===== src/design/srsm_pkg.sv =====
// Package for the sensor range and stuck monitor.
// Holds payload, configuration and control types, codes and width helpers.
// Used by every module of the block; depends on nothing.
package srsm_pkg;

    localparam int SAMPLE_W      = 16;
    localparam int TIME_W        = 32;
    localparam int CFG_DATA_W    = 32;
    localparam int CFG_INDEX_W   = 2;
    localparam int SQ_W          = 2 * SAMPLE_W - 1;
    localparam int DEPTH_DEFAULT = 10;

    localparam logic signed [SAMPLE_W-1:0] MIN_VALUE_RESET = 16'sh8000;
    localparam logic signed [SAMPLE_W-1:0] MAX_VALUE_RESET = 16'sh7FFF;
    localparam logic [CFG_DATA_W-1:0]      NOISE_FLOOR_RESET = 32'd0;
    localparam logic [TIME_W-1:0]          SETTLE_MS_RESET = 32'd30000;

    typedef enum logic
    {
        OP_RESTART = 1'b0,
        OP_SAMPLE  = 1'b1
    } op_t;

    typedef enum logic [1:0]
    {
        CAUSE_NONE  = 2'd0,
        CAUSE_RANGE = 2'd1,
        CAUSE_STUCK = 2'd2
    } fault_cause_t;

    typedef enum logic [CFG_INDEX_W-1:0]
    {
        CFG_MIN_VALUE   = 2'd0,
        CFG_MAX_VALUE   = 2'd1,
        CFG_NOISE_FLOOR = 2'd2,
        CFG_SETTLE_MS   = 2'd3
    } cfg_index_t;

    typedef struct packed
    {
        op_t                  op;
        logic [SAMPLE_W-1:0]  sample;
        logic                 sample_invalid;
        logic [TIME_W-1:0]    now_ms;
    } in_item_t;

    typedef struct packed
    {
        logic          healthy;
        fault_cause_t  fault_cause;
    } out_item_t;

    typedef struct packed
    {
        logic signed [SAMPLE_W-1:0] min_value;
        logic signed [SAMPLE_W-1:0] max_value;
        logic [CFG_DATA_W-1:0]      noise_floor;
        logic [TIME_W-1:0]          settle_ms;
    } cfg_t;

    typedef struct packed
    {
        op_t                        op;
        logic                       bad;
        logic signed [SAMPLE_W-1:0] x;
        logic [SQ_W-1:0]            x_sq;
        logic [TIME_W-1:0]          now_ms;
    } smp_t;

    typedef struct packed
    {
        logic signed [SAMPLE_W-1:0] x;
        logic [SQ_W-1:0]            x_sq;
    } ring_entry_t;

    typedef struct packed
    {
        fault_cause_t cause;
        logic         check;
    } win_ctrl_t;

    function automatic int sum_width(input int depth);
        return SAMPLE_W + $clog2(depth);
    endfunction

    function automatic int sumsq_width(input int depth);
        return SQ_W + $clog2(depth);
    endfunction

endpackage


===== src/design/sensor_range_and_stuck_monitor.sv =====
// Top level of the sensor range and stuck monitor.
// Instantiates srsm_cfg, srsm_front, srsm_window and srsm_judge; uses srsm_pkg.
//
// Each transfer on the input channel is either a restart (clears the window and
// marks the start time) or a sample, and yields exactly one result transfer.
// The block takes one item every cycle while the output is not stalled; each
// item passes the input register, the range check and squaring stage, the
// window stage, the stage that squares and scales the sums, and the compare
// into the result register, and results keep input order. One item per cycle
// holds because the window stage updates the running sum, the running sum of
// squares and the sample ring once per cycle. The ring is a DEPTH-entry
// memory with one write and one registered read port; it needs no clearing
// pass, since slots not yet written since a restart read as zero through the
// fill count. Configuration writes are meant for idle periods.
module sensor_range_and_stuck_monitor
#(
    parameter int DEPTH = srsm_pkg::DEPTH_DEFAULT
)
(
    input  logic                               clk,
    input  logic                               rst_n,
    input  logic                               cfg_wr_en,
    input  logic [srsm_pkg::CFG_INDEX_W-1:0]   cfg_index,
    input  logic [srsm_pkg::CFG_DATA_W-1:0]    cfg_wdata,
    input  logic                               in_valid,
    output logic                               in_stall,
    input  srsm_pkg::in_item_t                 in_data,
    output logic                               out_valid,
    input  logic                               out_stall,
    output srsm_pkg::out_item_t                out_data
);
    import srsm_pkg::*;

    localparam int SUM_W   = sum_width(DEPTH);
    localparam int SUMSQ_W = sumsq_width(DEPTH);

    cfg_t                    cfg;
    logic                    smp_valid;
    logic                    smp_stall;
    smp_t                    smp;
    logic                    win_valid;
    logic                    win_stall;
    win_ctrl_t               win_ctrl;
    logic signed [SUM_W-1:0] win_sum;
    logic [SUMSQ_W-1:0]      win_sumsq;

    srsm_cfg u_cfg
    (
        .clk       (clk),
        .rst_n     (rst_n),
        .cfg_wr_en (cfg_wr_en),
        .cfg_index (cfg_index),
        .cfg_wdata (cfg_wdata),
        .cfg       (cfg)
    );

    srsm_front u_front
    (
        .clk       (clk),
        .rst_n     (rst_n),
        .in_valid  (in_valid),
        .in_stall  (in_stall),
        .in_data   (in_data),
        .cfg       (cfg),
        .smp_valid (smp_valid),
        .smp_stall (smp_stall),
        .smp       (smp)
    );

    srsm_window #(.DEPTH(DEPTH)) u_window
    (
        .clk       (clk),
        .rst_n     (rst_n),
        .smp_valid (smp_valid),
        .smp_stall (smp_stall),
        .smp       (smp),
        .cfg       (cfg),
        .win_valid (win_valid),
        .win_stall (win_stall),
        .win_ctrl  (win_ctrl),
        .win_sum   (win_sum),
        .win_sumsq (win_sumsq)
    );

    srsm_judge #(.DEPTH(DEPTH)) u_judge
    (
        .clk       (clk),
        .rst_n     (rst_n),
        .win_valid (win_valid),
        .win_stall (win_stall),
        .win_ctrl  (win_ctrl),
        .win_sum   (win_sum),
        .win_sumsq (win_sumsq),
        .cfg       (cfg),
        .out_valid (out_valid),
        .out_stall (out_stall),
        .out_data  (out_data)
    );

endmodule


===== src/design/srsm_cfg.sv =====
// Configuration registers of the sensor range and stuck monitor.
// Decodes the plain write port into the four settings; uses srsm_pkg.
module srsm_cfg
(
    input  logic                               clk,
    input  logic                               rst_n,
    input  logic                               cfg_wr_en,
    input  logic [srsm_pkg::CFG_INDEX_W-1:0]   cfg_index,
    input  logic [srsm_pkg::CFG_DATA_W-1:0]    cfg_wdata,
    output srsm_pkg::cfg_t                     cfg
);
    import srsm_pkg::*;

    cfg_t cfg_reg;
    cfg_t cfg_next;

    always_comb
    begin
        cfg_next = cfg_reg;
        if (cfg_wr_en)
        begin
            unique case (cfg_index_t'(cfg_index))
                CFG_MIN_VALUE:   cfg_next.min_value   = cfg_wdata[SAMPLE_W-1:0];
                CFG_MAX_VALUE:   cfg_next.max_value   = cfg_wdata[SAMPLE_W-1:0];
                CFG_NOISE_FLOOR: cfg_next.noise_floor = cfg_wdata;
                CFG_SETTLE_MS:   cfg_next.settle_ms   = cfg_wdata[TIME_W-1:0];
                default:         cfg_next = cfg_reg;
            endcase
        end
    end

    always_ff @(posedge clk or negedge rst_n)
    begin
        if (!rst_n)
        begin
            cfg_reg.min_value   <= MIN_VALUE_RESET;
            cfg_reg.max_value   <= MAX_VALUE_RESET;
            cfg_reg.noise_floor <= NOISE_FLOOR_RESET;
            cfg_reg.settle_ms   <= SETTLE_MS_RESET;
        end
        else
        begin
            cfg_reg <= cfg_next;
        end
    end

    assign cfg = cfg_reg;

endmodule


===== src/design/srsm_front.sv =====
// Input register, range check and squaring of the sample.
// Feeds the window stage over a valid/stall hop; uses srsm_pkg.
module srsm_front
(
    input  logic                 clk,
    input  logic                 rst_n,
    input  logic                 in_valid,
    output logic                 in_stall,
    input  srsm_pkg::in_item_t   in_data,
    input  srsm_pkg::cfg_t       cfg,
    output logic                 smp_valid,
    input  logic                 smp_stall,
    output srsm_pkg::smp_t       smp
);
    import srsm_pkg::*;

    logic      s1_vld_reg;
    logic      s1_vld_next;
    in_item_t  s1_reg;
    logic      s2_vld_reg;
    logic      s2_vld_next;
    smp_t      s2_reg;
    smp_t      s2_next;

    logic                         ready1;
    logic                         ready2;
    logic                         accept;
    logic                         load2;
    logic signed [SAMPLE_W-1:0]   x;
    logic signed [2*SAMPLE_W-1:0] prod;

    assign ready2   = !s2_vld_reg || !smp_stall;
    assign load2    = s1_vld_reg && ready2;
    assign ready1   = !s1_vld_reg || load2;
    assign accept   = in_valid && ready1;
    assign in_stall = !ready1;

    assign x    = s1_reg.sample;
    assign prod = x * x;

    always_comb
    begin
        s2_next.op     = s1_reg.op;
        s2_next.bad    = s1_reg.sample_invalid || (x < $signed(cfg.min_value))
                         || (x > $signed(cfg.max_value));
        s2_next.x      = x;
        s2_next.x_sq   = prod[SQ_W-1:0];
        s2_next.now_ms = s1_reg.now_ms;
    end

    always_comb
    begin
        s1_vld_next = s1_vld_reg;
        if (accept)
        begin
            s1_vld_next = 1'b1;
        end
        else if (load2)
        begin
            s1_vld_next = 1'b0;
        end
        s2_vld_next = s2_vld_reg;
        if (load2)
        begin
            s2_vld_next = 1'b1;
        end
        else if (!smp_stall)
        begin
            s2_vld_next = 1'b0;
        end
    end

    always_ff @(posedge clk or negedge rst_n)
    begin
        if (!rst_n)
        begin
            s1_vld_reg <= 1'b0;
            s2_vld_reg <= 1'b0;
        end
        else
        begin
            s1_vld_reg <= s1_vld_next;
            s2_vld_reg <= s2_vld_next;
        end
    end

    always_ff @(posedge clk)
    begin
        if (accept)
        begin
            s1_reg <= in_data;
        end
        if (load2)
        begin
            s2_reg <= s2_next;
        end
    end

    assign smp_valid = s2_vld_reg;
    assign smp       = s2_reg;

endmodule


===== src/design/srsm_window.sv =====
// Sample ring, running sums and settle timer of the monitor.
// Updates the window state once per good sample or restart; uses srsm_pkg.
module srsm_window
#(
    parameter int DEPTH = srsm_pkg::DEPTH_DEFAULT
)
(
    input  logic                                          clk,
    input  logic                                          rst_n,
    input  logic                                          smp_valid,
    output logic                                          smp_stall,
    input  srsm_pkg::smp_t                                smp,
    input  srsm_pkg::cfg_t                                cfg,
    output logic                                          win_valid,
    input  logic                                          win_stall,
    output srsm_pkg::win_ctrl_t                           win_ctrl,
    output logic signed [srsm_pkg::sum_width(DEPTH)-1:0]  win_sum,
    output logic [srsm_pkg::sumsq_width(DEPTH)-1:0]       win_sumsq
);
    import srsm_pkg::*;

    localparam int SUM_W   = sum_width(DEPTH);
    localparam int SUMSQ_W = sumsq_width(DEPTH);
    localparam int PTR_W   = $clog2(DEPTH);
    localparam int CNT_W   = $clog2(DEPTH + 1);

    ring_entry_t ring_mem [DEPTH];
    ring_entry_t rd_reg;

    logic [PTR_W-1:0]        wp_reg;
    logic [PTR_W-1:0]        wp_next;
    logic [CNT_W-1:0]        fill_reg;
    logic [CNT_W-1:0]        fill_next;
    logic signed [SUM_W-1:0] sum_reg;
    logic signed [SUM_W-1:0] sum_next;
    logic [SUMSQ_W-1:0]      sumsq_reg;
    logic [SUMSQ_W-1:0]      sumsq_next;
    logic [TIME_W-1:0]       start_reg;
    logic [TIME_W-1:0]       start_next;

    logic                    s3_vld_reg;
    logic                    s3_vld_next;
    win_ctrl_t               s3_ctrl_reg;
    win_ctrl_t               s3_ctrl_next;
    logic signed [SUM_W-1:0] s3_sum_reg;
    logic [SUMSQ_W-1:0]      s3_sumsq_reg;

    logic                       ready3;
    logic                       load3;
    logic                       upd;
    logic                       restart;
    logic                       full;
    logic signed [SAMPLE_W-1:0] old_x;
    logic [SQ_W-1:0]            old_sq;
    logic [PTR_W-1:0]           wp_inc;
    logic [CNT_W-1:0]           fill_inc;
    logic [TIME_W-1:0]          elapsed;

    assign ready3    = !s3_vld_reg || !win_stall;
    assign load3     = smp_valid && ready3;
    assign smp_stall = !ready3;
    assign restart   = load3 && (smp.op == OP_RESTART);
    assign upd       = load3 && (smp.op == OP_SAMPLE) && !smp.bad;

    // Until the ring has wrapped once, the slot being replaced reads as zero.
    assign full   = (fill_reg == CNT_W'(DEPTH));
    assign old_x  = full ? rd_reg.x : '0;
    assign old_sq = full ? rd_reg.x_sq : '0;

    assign wp_inc   = (wp_reg == PTR_W'(DEPTH - 1)) ? '0 : wp_reg + 1'b1;
    assign fill_inc = full ? fill_reg : fill_reg + 1'b1;
    assign elapsed  = smp.now_ms - start_reg;

    always_comb
    begin
        wp_next    = wp_reg;
        fill_next  = fill_reg;
        sum_next   = sum_reg;
        sumsq_next = sumsq_reg;
        start_next = start_reg;
        if (restart)
        begin
            wp_next    = '0;
            fill_next  = '0;
            sum_next   = '0;
            sumsq_next = '0;
            start_next = smp.now_ms;
        end
        else if (upd)
        begin
            wp_next    = wp_inc;
            fill_next  = fill_inc;
            sum_next   = sum_reg - SUM_W'(old_x) + SUM_W'(smp.x);
            sumsq_next = sumsq_reg - SUMSQ_W'(old_sq) + SUMSQ_W'(smp.x_sq);
        end
    end

    always_comb
    begin
        s3_ctrl_next.cause = CAUSE_NONE;
        s3_ctrl_next.check = 1'b0;
        if (smp.op == OP_SAMPLE)
        begin
            if (smp.bad)
            begin
                s3_ctrl_next.cause = CAUSE_RANGE;
            end
            else
            begin
                s3_ctrl_next.check = (fill_inc == CNT_W'(DEPTH))
                                     && (elapsed >= cfg.settle_ms);
            end
        end
        s3_vld_next = s3_vld_reg;
        if (load3)
        begin
            s3_vld_next = 1'b1;
        end
        else if (!win_stall)
        begin
            s3_vld_next = 1'b0;
        end
    end

    always_ff @(posedge clk or negedge rst_n)
    begin
        if (!rst_n)
        begin
            wp_reg     <= '0;
            fill_reg   <= '0;
            sum_reg    <= '0;
            sumsq_reg  <= '0;
            start_reg  <= '0;
            s3_vld_reg <= 1'b0;
        end
        else
        begin
            wp_reg     <= wp_next;
            fill_reg   <= fill_next;
            sum_reg    <= sum_next;
            sumsq_reg  <= sumsq_next;
            start_reg  <= start_next;
            s3_vld_reg <= s3_vld_next;
        end
    end

    // The read port always fetches the slot that the next sample replaces.
    always_ff @(posedge clk)
    begin
        if (upd)
        begin
            ring_mem[wp_reg] <= '{x: smp.x, x_sq: smp.x_sq};
        end
        rd_reg <= ring_mem[wp_next];
    end

    always_ff @(posedge clk)
    begin
        if (load3)
        begin
            s3_ctrl_reg  <= s3_ctrl_next;
            s3_sum_reg   <= sum_next;
            s3_sumsq_reg <= sumsq_next;
        end
    end

    assign win_valid = s3_vld_reg;
    assign win_ctrl  = s3_ctrl_reg;
    assign win_sum   = s3_sum_reg;
    assign win_sumsq = s3_sumsq_reg;

`ifndef SYNTHESIS
    assert property (@(posedge clk) disable iff (!rst_n)
        restart |=> (fill_reg == '0) && (sum_reg == '0) && (sumsq_reg == '0))
        else $error("window state not cleared after restart");

    assert property (@(posedge clk) disable iff (!rst_n)
        (fill_reg != CNT_W'(DEPTH)) |-> (CNT_W'(wp_reg) == fill_reg))
        else $error("write pointer out of step with fill count");
`endif

endmodule


===== src/design/srsm_judge.sv =====
// Variance test and result register of the monitor.
// Squares the running sum, scales both sides and compares; uses srsm_pkg.
module srsm_judge
#(
    parameter int DEPTH = srsm_pkg::DEPTH_DEFAULT
)
(
    input  logic                                          clk,
    input  logic                                          rst_n,
    input  logic                                          win_valid,
    output logic                                          win_stall,
    input  srsm_pkg::win_ctrl_t                           win_ctrl,
    input  logic signed [srsm_pkg::sum_width(DEPTH)-1:0]  win_sum,
    input  logic [srsm_pkg::sumsq_width(DEPTH)-1:0]       win_sumsq,
    input  srsm_pkg::cfg_t                                cfg,
    output logic                                          out_valid,
    input  logic                                          out_stall,
    output srsm_pkg::out_item_t                           out_data
);
    import srsm_pkg::*;

    localparam int SUM_W    = sum_width(DEPTH);
    localparam int SUMSQ_W  = sumsq_width(DEPTH);
    localparam int MAG_SQ_W = 2 * SUM_W;
    localparam int DSQ_W    = SUMSQ_W + $clog2(DEPTH + 1);
    localparam int LHS_W    = DSQ_W + 1;
    localparam int RHS_W    = CFG_DATA_W + $clog2(DEPTH * DEPTH + 1);
    localparam int CMP_W    = (LHS_W > RHS_W) ? LHS_W : RHS_W;

    logic                  s4_vld_reg;
    logic                  s4_vld_next;
    win_ctrl_t             s4_ctrl_reg;
    logic [MAG_SQ_W-1:0]   mag_sq_reg;
    logic [DSQ_W-1:0]      dsumsq_reg;
    logic [RHS_W-1:0]      rhs_reg;
    logic                  out_vld_reg;
    logic                  out_vld_next;
    out_item_t             out_data_reg;
    out_item_t             out_data_next;

    logic                  ready_out;
    logic                  load_out;
    logic                  ready4;
    logic                  load4;
    logic signed [SUM_W-1:0] neg_sum;
    logic [SUM_W-1:0]      mag;
    logic [MAG_SQ_W-1:0]   mag_sq;
    logic [DSQ_W-1:0]      dsumsq;
    logic [RHS_W-1:0]      rhs;
    logic [LHS_W-1:0]      lhs;
    logic                  stuck;

    assign ready_out = !out_vld_reg || !out_stall;
    assign load_out  = s4_vld_reg && ready_out;
    assign ready4    = !s4_vld_reg || load_out;
    assign load4     = win_valid && ready4;
    assign win_stall = !ready4;

    assign neg_sum = -win_sum;
    assign mag     = win_sum[SUM_W-1] ? neg_sum : win_sum;
    assign mag_sq  = MAG_SQ_W'(mag) * MAG_SQ_W'(mag);
    assign dsumsq  = DSQ_W'(win_sumsq) * DSQ_W'(DEPTH);
    assign rhs     = RHS_W'(cfg.noise_floor) * RHS_W'(DEPTH * DEPTH);

    // DEPTH*sumsq - sum^2 is never negative, so the difference is exact.
    assign lhs   = LHS_W'(dsumsq_reg) - LHS_W'(mag_sq_reg);
    assign stuck = s4_ctrl_reg.check && (CMP_W'(lhs) < CMP_W'(rhs_reg));

    always_comb
    begin
        out_data_next.healthy     = 1'b1;
        out_data_next.fault_cause = CAUSE_NONE;
        if (s4_ctrl_reg.cause == CAUSE_RANGE)
        begin
            out_data_next.healthy     = 1'b0;
            out_data_next.fault_cause = CAUSE_RANGE;
        end
        else if (stuck)
        begin
            out_data_next.healthy     = 1'b0;
            out_data_next.fault_cause = CAUSE_STUCK;
        end
    end

    always_comb
    begin
        s4_vld_next = s4_vld_reg;
        if (load4)
        begin
            s4_vld_next = 1'b1;
        end
        else if (load_out)
        begin
            s4_vld_next = 1'b0;
        end
        out_vld_next = out_vld_reg;
        if (load_out)
        begin
            out_vld_next = 1'b1;
        end
        else if (!out_stall)
        begin
            out_vld_next = 1'b0;
        end
    end

    always_ff @(posedge clk or negedge rst_n)
    begin
        if (!rst_n)
        begin
            s4_vld_reg  <= 1'b0;
            out_vld_reg <= 1'b0;
        end
        else
        begin
            s4_vld_reg  <= s4_vld_next;
            out_vld_reg <= out_vld_next;
        end
    end

    always_ff @(posedge clk)
    begin
        if (load4)
        begin
            s4_ctrl_reg <= win_ctrl;
            mag_sq_reg  <= mag_sq;
            dsumsq_reg  <= dsumsq;
            rhs_reg     <= rhs;
        end
        if (load_out)
        begin
            out_data_reg <= out_data_next;
        end
    end

    assign out_valid = out_vld_reg;
    assign out_data  = out_data_reg;

`ifndef SYNTHESIS
    assert property (@(posedge clk) disable iff (!rst_n)
        (load_out && !s4_ctrl_reg.check) |=> (out_data_reg.fault_cause != CAUSE_STUCK))
        else $error("stuck reported without a full, settled window");

    assert property (@(posedge clk) disable iff (!rst_n)
        out_vld_reg |-> (out_data_reg.healthy == (out_data_reg.fault_cause == CAUSE_NONE)))
        else $error("healthy flag disagrees with fault cause");
`endif

endmodule

===== config.mk =====
export PLATFORM = sky130hd
export DESIGN_NAME = sensor_range_and_stuck_monitor
export DESIGN_NICKNAME = d
export VERILOG_FILES = /design/src/design/srsm_pkg.sv /design/src/design/sensor_range_and_stuck_monitor.sv /design/src/design/srsm_cfg.sv /design/src/design/srsm_front.sv /design/src/design/srsm_window.sv /design/src/design/srsm_judge.sv
export SDC_FILE = /design/constraint.sdc
export NUM_CORES = 2
export LEC_CHECK = 0
export BUFFER_PORTS_ARGS = -buffer_cell sky130_fd_sc_hd__buf_2
export CORE_UTILIZATION = 29
export CTS_BUF_LIST = sky130_fd_sc_hd__clkbuf_8
export CTS_CLUSTER_DIAMETER = 50
export DETAILED_ROUTE_END_ITERATION = 10
export SYNTH_ARGS = -nofsm -noshare
export SYNTH_HDL_FRONTEND = slang
export SYNTH_HIERARCHICAL = 1
export SYNTH_SLANG_ARGS = --single-unit

===== constraint.sdc =====
create_clock -name clk -period 17.83 [get_ports clk]
set_clock_uncertainty 0.05 [all_clocks]
set_input_delay 2.6745 -clock clk [delete_from_list [all_inputs] [get_ports clk]]
set_output_delay 2.6745 -clock clk [all_outputs]
set_load 0.01 [all_outputs]

==> run summary <==
TritonCTS built the clock tree. The die is 501.7 um wide. Setup repair after global routing left no endpoint under its margin.

94 I/O pins were placed. The path class of the tightest hold or removal check is register to register. The number of buffers and inverters on the critical path is 6. The final estimated routing congestion in global placement is 0.9019.

By instance count, the cell type seen most on the critical path is fa_1. The routed design has 175,300 um of wire. The flow ran to the end, and the final reports show no timing, DRC or antenna violations. At the pin with the least slew margin, the transition time is 1261 ps. Max-cap violations in this run came to 0. In the routed layout, each cell is associated on average with a via count of 4.643. The clock drives 1,019 sinks.

The share of layout cells above drive strength 1 is 10.62%. After global routing the overflow that remains totals 0. The H-tree generated during clock tree synthesis spans 4 levels. In the routed design, unresolved DRC markers number 0. The number of global-route vias before repair came out at 49,320. The number of hold-repair buffers added at the cts stage came out at 0.

The post-synthesis to final-layout area growth is 11.00%. The overall routing resource usage is 14.08%. The top flip-flop cell by instance count after synthesis is edfxtp_1. The overall via count from detail_route came out at 46,449. Before antenna repair, the detailed router went through 5 iterations.

The clock slew seen by the registers of the worst setup and hold paths came out at 60 ps. The net count of the finished layout is 7,829. The number of buffers added by the clock tree synthesis step came out at 176.

In this run, post-CTS repair resized a total of 0 instances. The maximum number of buffers from clock root to sink is 3. The mean instance size in the synthesized netlist came out at 11.40 um2. The stage delay of the slowest cell on the critical path came out at 950 ps. Setup violations remaining at the end of the flow were counted as 0. In the final routed layout, each cell accounts on average for 17.52 um.

The first global-routing pass estimated 278,200 um of wire. The maximum clock rate came out at 0.1051 GHz. STA classifies the critical path startpoint as a register. The post-CTS setup-driven buffer insertion count came out at 0. The number of slew-limit violations in the final report is 0. In this run the tool buffered the top-level ports with 93 buffer cells. The max-slew headroom at the worst pin came out at 14.87%.

The count of unique library cells instantiated by Yosys came out at 116. Among cell families on the critical path, the largest total delay comes from adder cells. The largest fanout on the critical path is 15. The summed negative setup slack over all endpoints came out at 0 ps. The post-route core utilization came out at 32.36%. The effective utilization at floorplan came out at 29.15%. The largest individual stage delay along the critical path comes from the cell xor2_1. The worst setup path is captured at a register.

The first routing iteration left 3,054 violations. The maximum number of pins on one net before global-route repair is 74. The detail route stage leaves a number of antenna-violating nets equal to 0. The required time at the worst-slack endpoint came out at 18,370 ps.

The number of flip-flops under the largest register name came out at 470. Clock latency on the worst-skew pair, taken at its later pin, is 880 ps. The post-detailed-placement half-perimeter wirelength came out at 129,300 um. The initial antenna violation count came out at 13. The master cell of the clock root buffer is clkbuf_8. The die outline height came out at 501.7 um. The setup path with the least slack is of type register to register.

The number of enable flip-flop cells after synthesis is 776. The worst path uses 53.39% of the clock period. The netlist area before placement came out at 72,420 um2. Counting every instance in the synthesized netlist gives 6,354. The die covers 251,700 um2. The site row count came out at 183. For the finished layout, the period the worst path requires is 9519 ps. The post-synthesis register bit count is 1,019. After synthesis, the share of flip-flops with an asynchronous set or reset is 19.23%. Data arrives at the worst endpoint at 10,060 ps.

The core region is 248,400 um2. The final hold violation count came out at 0. The sequential area share after synthesis came out at 40.29%. During synthesis, Yosys emitted a total of 6 warnings.
## path summary, 6_finish.rpt
path	start	endpoint	slack, ps	depth (start not counted)
min in group asynchronous	rst_n	u_window/start_reg[17]	1720	1
setup / recovery	u_window/win_sum[0]	u_judge/mag_sq_reg[32]	8310	28
setup reg to reg	u_window/win_sum[0]	u_judge/mag_sq_reg[32]	8310	28
hold reg to reg	u_window/win_ctrl[0]	u_judge/s4_ctrl_reg[0]	370	0
max in group asynchronous	rst_n	u_cfg/cfg[79]	14610	2
hold / removal	u_window/win_ctrl[0]	u_judge/s4_ctrl_reg[0]	370	0
## final cells by class
cell class | count | area, um2
Timing Repair Buffer | 150 | 903.4
Sequential cell | 1019 | 29180
Clock inverter | 137 | 900.9
Tap cell | 3330 | 4167
Clock buffer | 189 | 2601
Multi-Input combinational cell | 3882 | 37760
Antenna cell | 1 | 2.502
Inverter | 1297 | 4873
Fill cell | 24914 | 168100
## Yosys cell counts (all sizes together), types with 81 or more instances
cell,count,share of area (%)
a21o,150,1.6
a21oi,241,1.7
and2,94,0.81
clkbuf,118,0.61
dfrtp,173,6.0
edfxtp,776,32
fa,592,16
ha,622,11
inv,1290,6.7
mux2,100,1.6
mux4,94,2.9
nand2,462,2.4
nor2,271,1.4
nor2b,82,0.71
o21ai,195,1.4
xnor2,183,2.2
xor2,81,0.99
## cell usage in the layout (no fill, tap or decap), types with 18 or more instances in the layout
| cell type | count |
|---|---|
| clkinv_2 | 32 |
| conb_1 | 18 |
| o21ai_1 | 20 |
| nand4_1 | 48 |
| xor2_1 | 80 |
| a211oi_1 | 75 |
| nand3_1 | 53 |
| o31ai_1 | 21 |
| a21oi_1 | 233 |
| dfrtp_1 | 173 |
| a31oi_1 | 60 |
| xnor2_1 | 182 |
| o21a_1 | 46 |
| clkinv_1 | 30 |
| edfxtp_1 | 776 |
| nor3_1 | 42 |
| nand2_1 | 459 |
| buf_4 | 57 |
| clkbuf_8 | 189 |
| nand2b_1 | 41 |
| or3_1 | 20 |
| nor2_1 | 264 |
| mux4_2 | 94 |
| o21ai_0 | 171 |
| dfstp_2 | 23 |
| mux2_2 | 99 |
| inv_1 | 1334 |
| ha_1 | 622 |
| nor2b_1 | 82 |
| and2_1 | 91 |
| fa_1 | 592 |
| dfxtp_1 | 47 |
| a21o_1 | 150 |
| buf_2 | 92 |
| o21bai_1 | 36 |
## logic make-up after synthesis
| logic type | after synthesis | synth area share, % |
|---|---|---|
| compound gates | 986 | 9.119 |
| xor+xnor | 264 | 3.214 |
| fa+ha+maj | 1214 | 27.11 |
| buf+inv | 1467 | 7.802 |
| flops | 1019 | 40.29 |
| mux | 200 | 4.566 |
| other cells | 4 | 0.02073 |
| simple gates | 1200 | 7.877 |
## through the flow
step | instances | hold slack, ps | cell area (um2) | setup WS [ps]
floorplan | 6368 | 350.3 | 72470 | 8399
detailed placement | 9678 | 354.5 | 76880 | 8457
CTS | 10004 | 369.0 | 80380 | 8398
global placement | 9678 | 353.7 | 76880 | 8537
finish | 10005 | 367.8 | 80380 | 8311
global route | 10005 | 377.4 | 80380 | 7931
## layer usage
| layer | up-vias | track usage, % | wire (um) |
|---|---|---|---|
| met2 | 1103 | 24.19 | 85110 |
| li1 | 21714 | - | - |
| met5 | - | 0 | 13 |
| met3 | 233 | 1.842 | 7969 |
| met4 | 2 | 3.947 | 4050 |
| met1 | 23397 | 18.44 | 78190 |
Power is not shown: default switching activity piles up to over one toggle a cycle in this logic, so the estimate is an artifact.
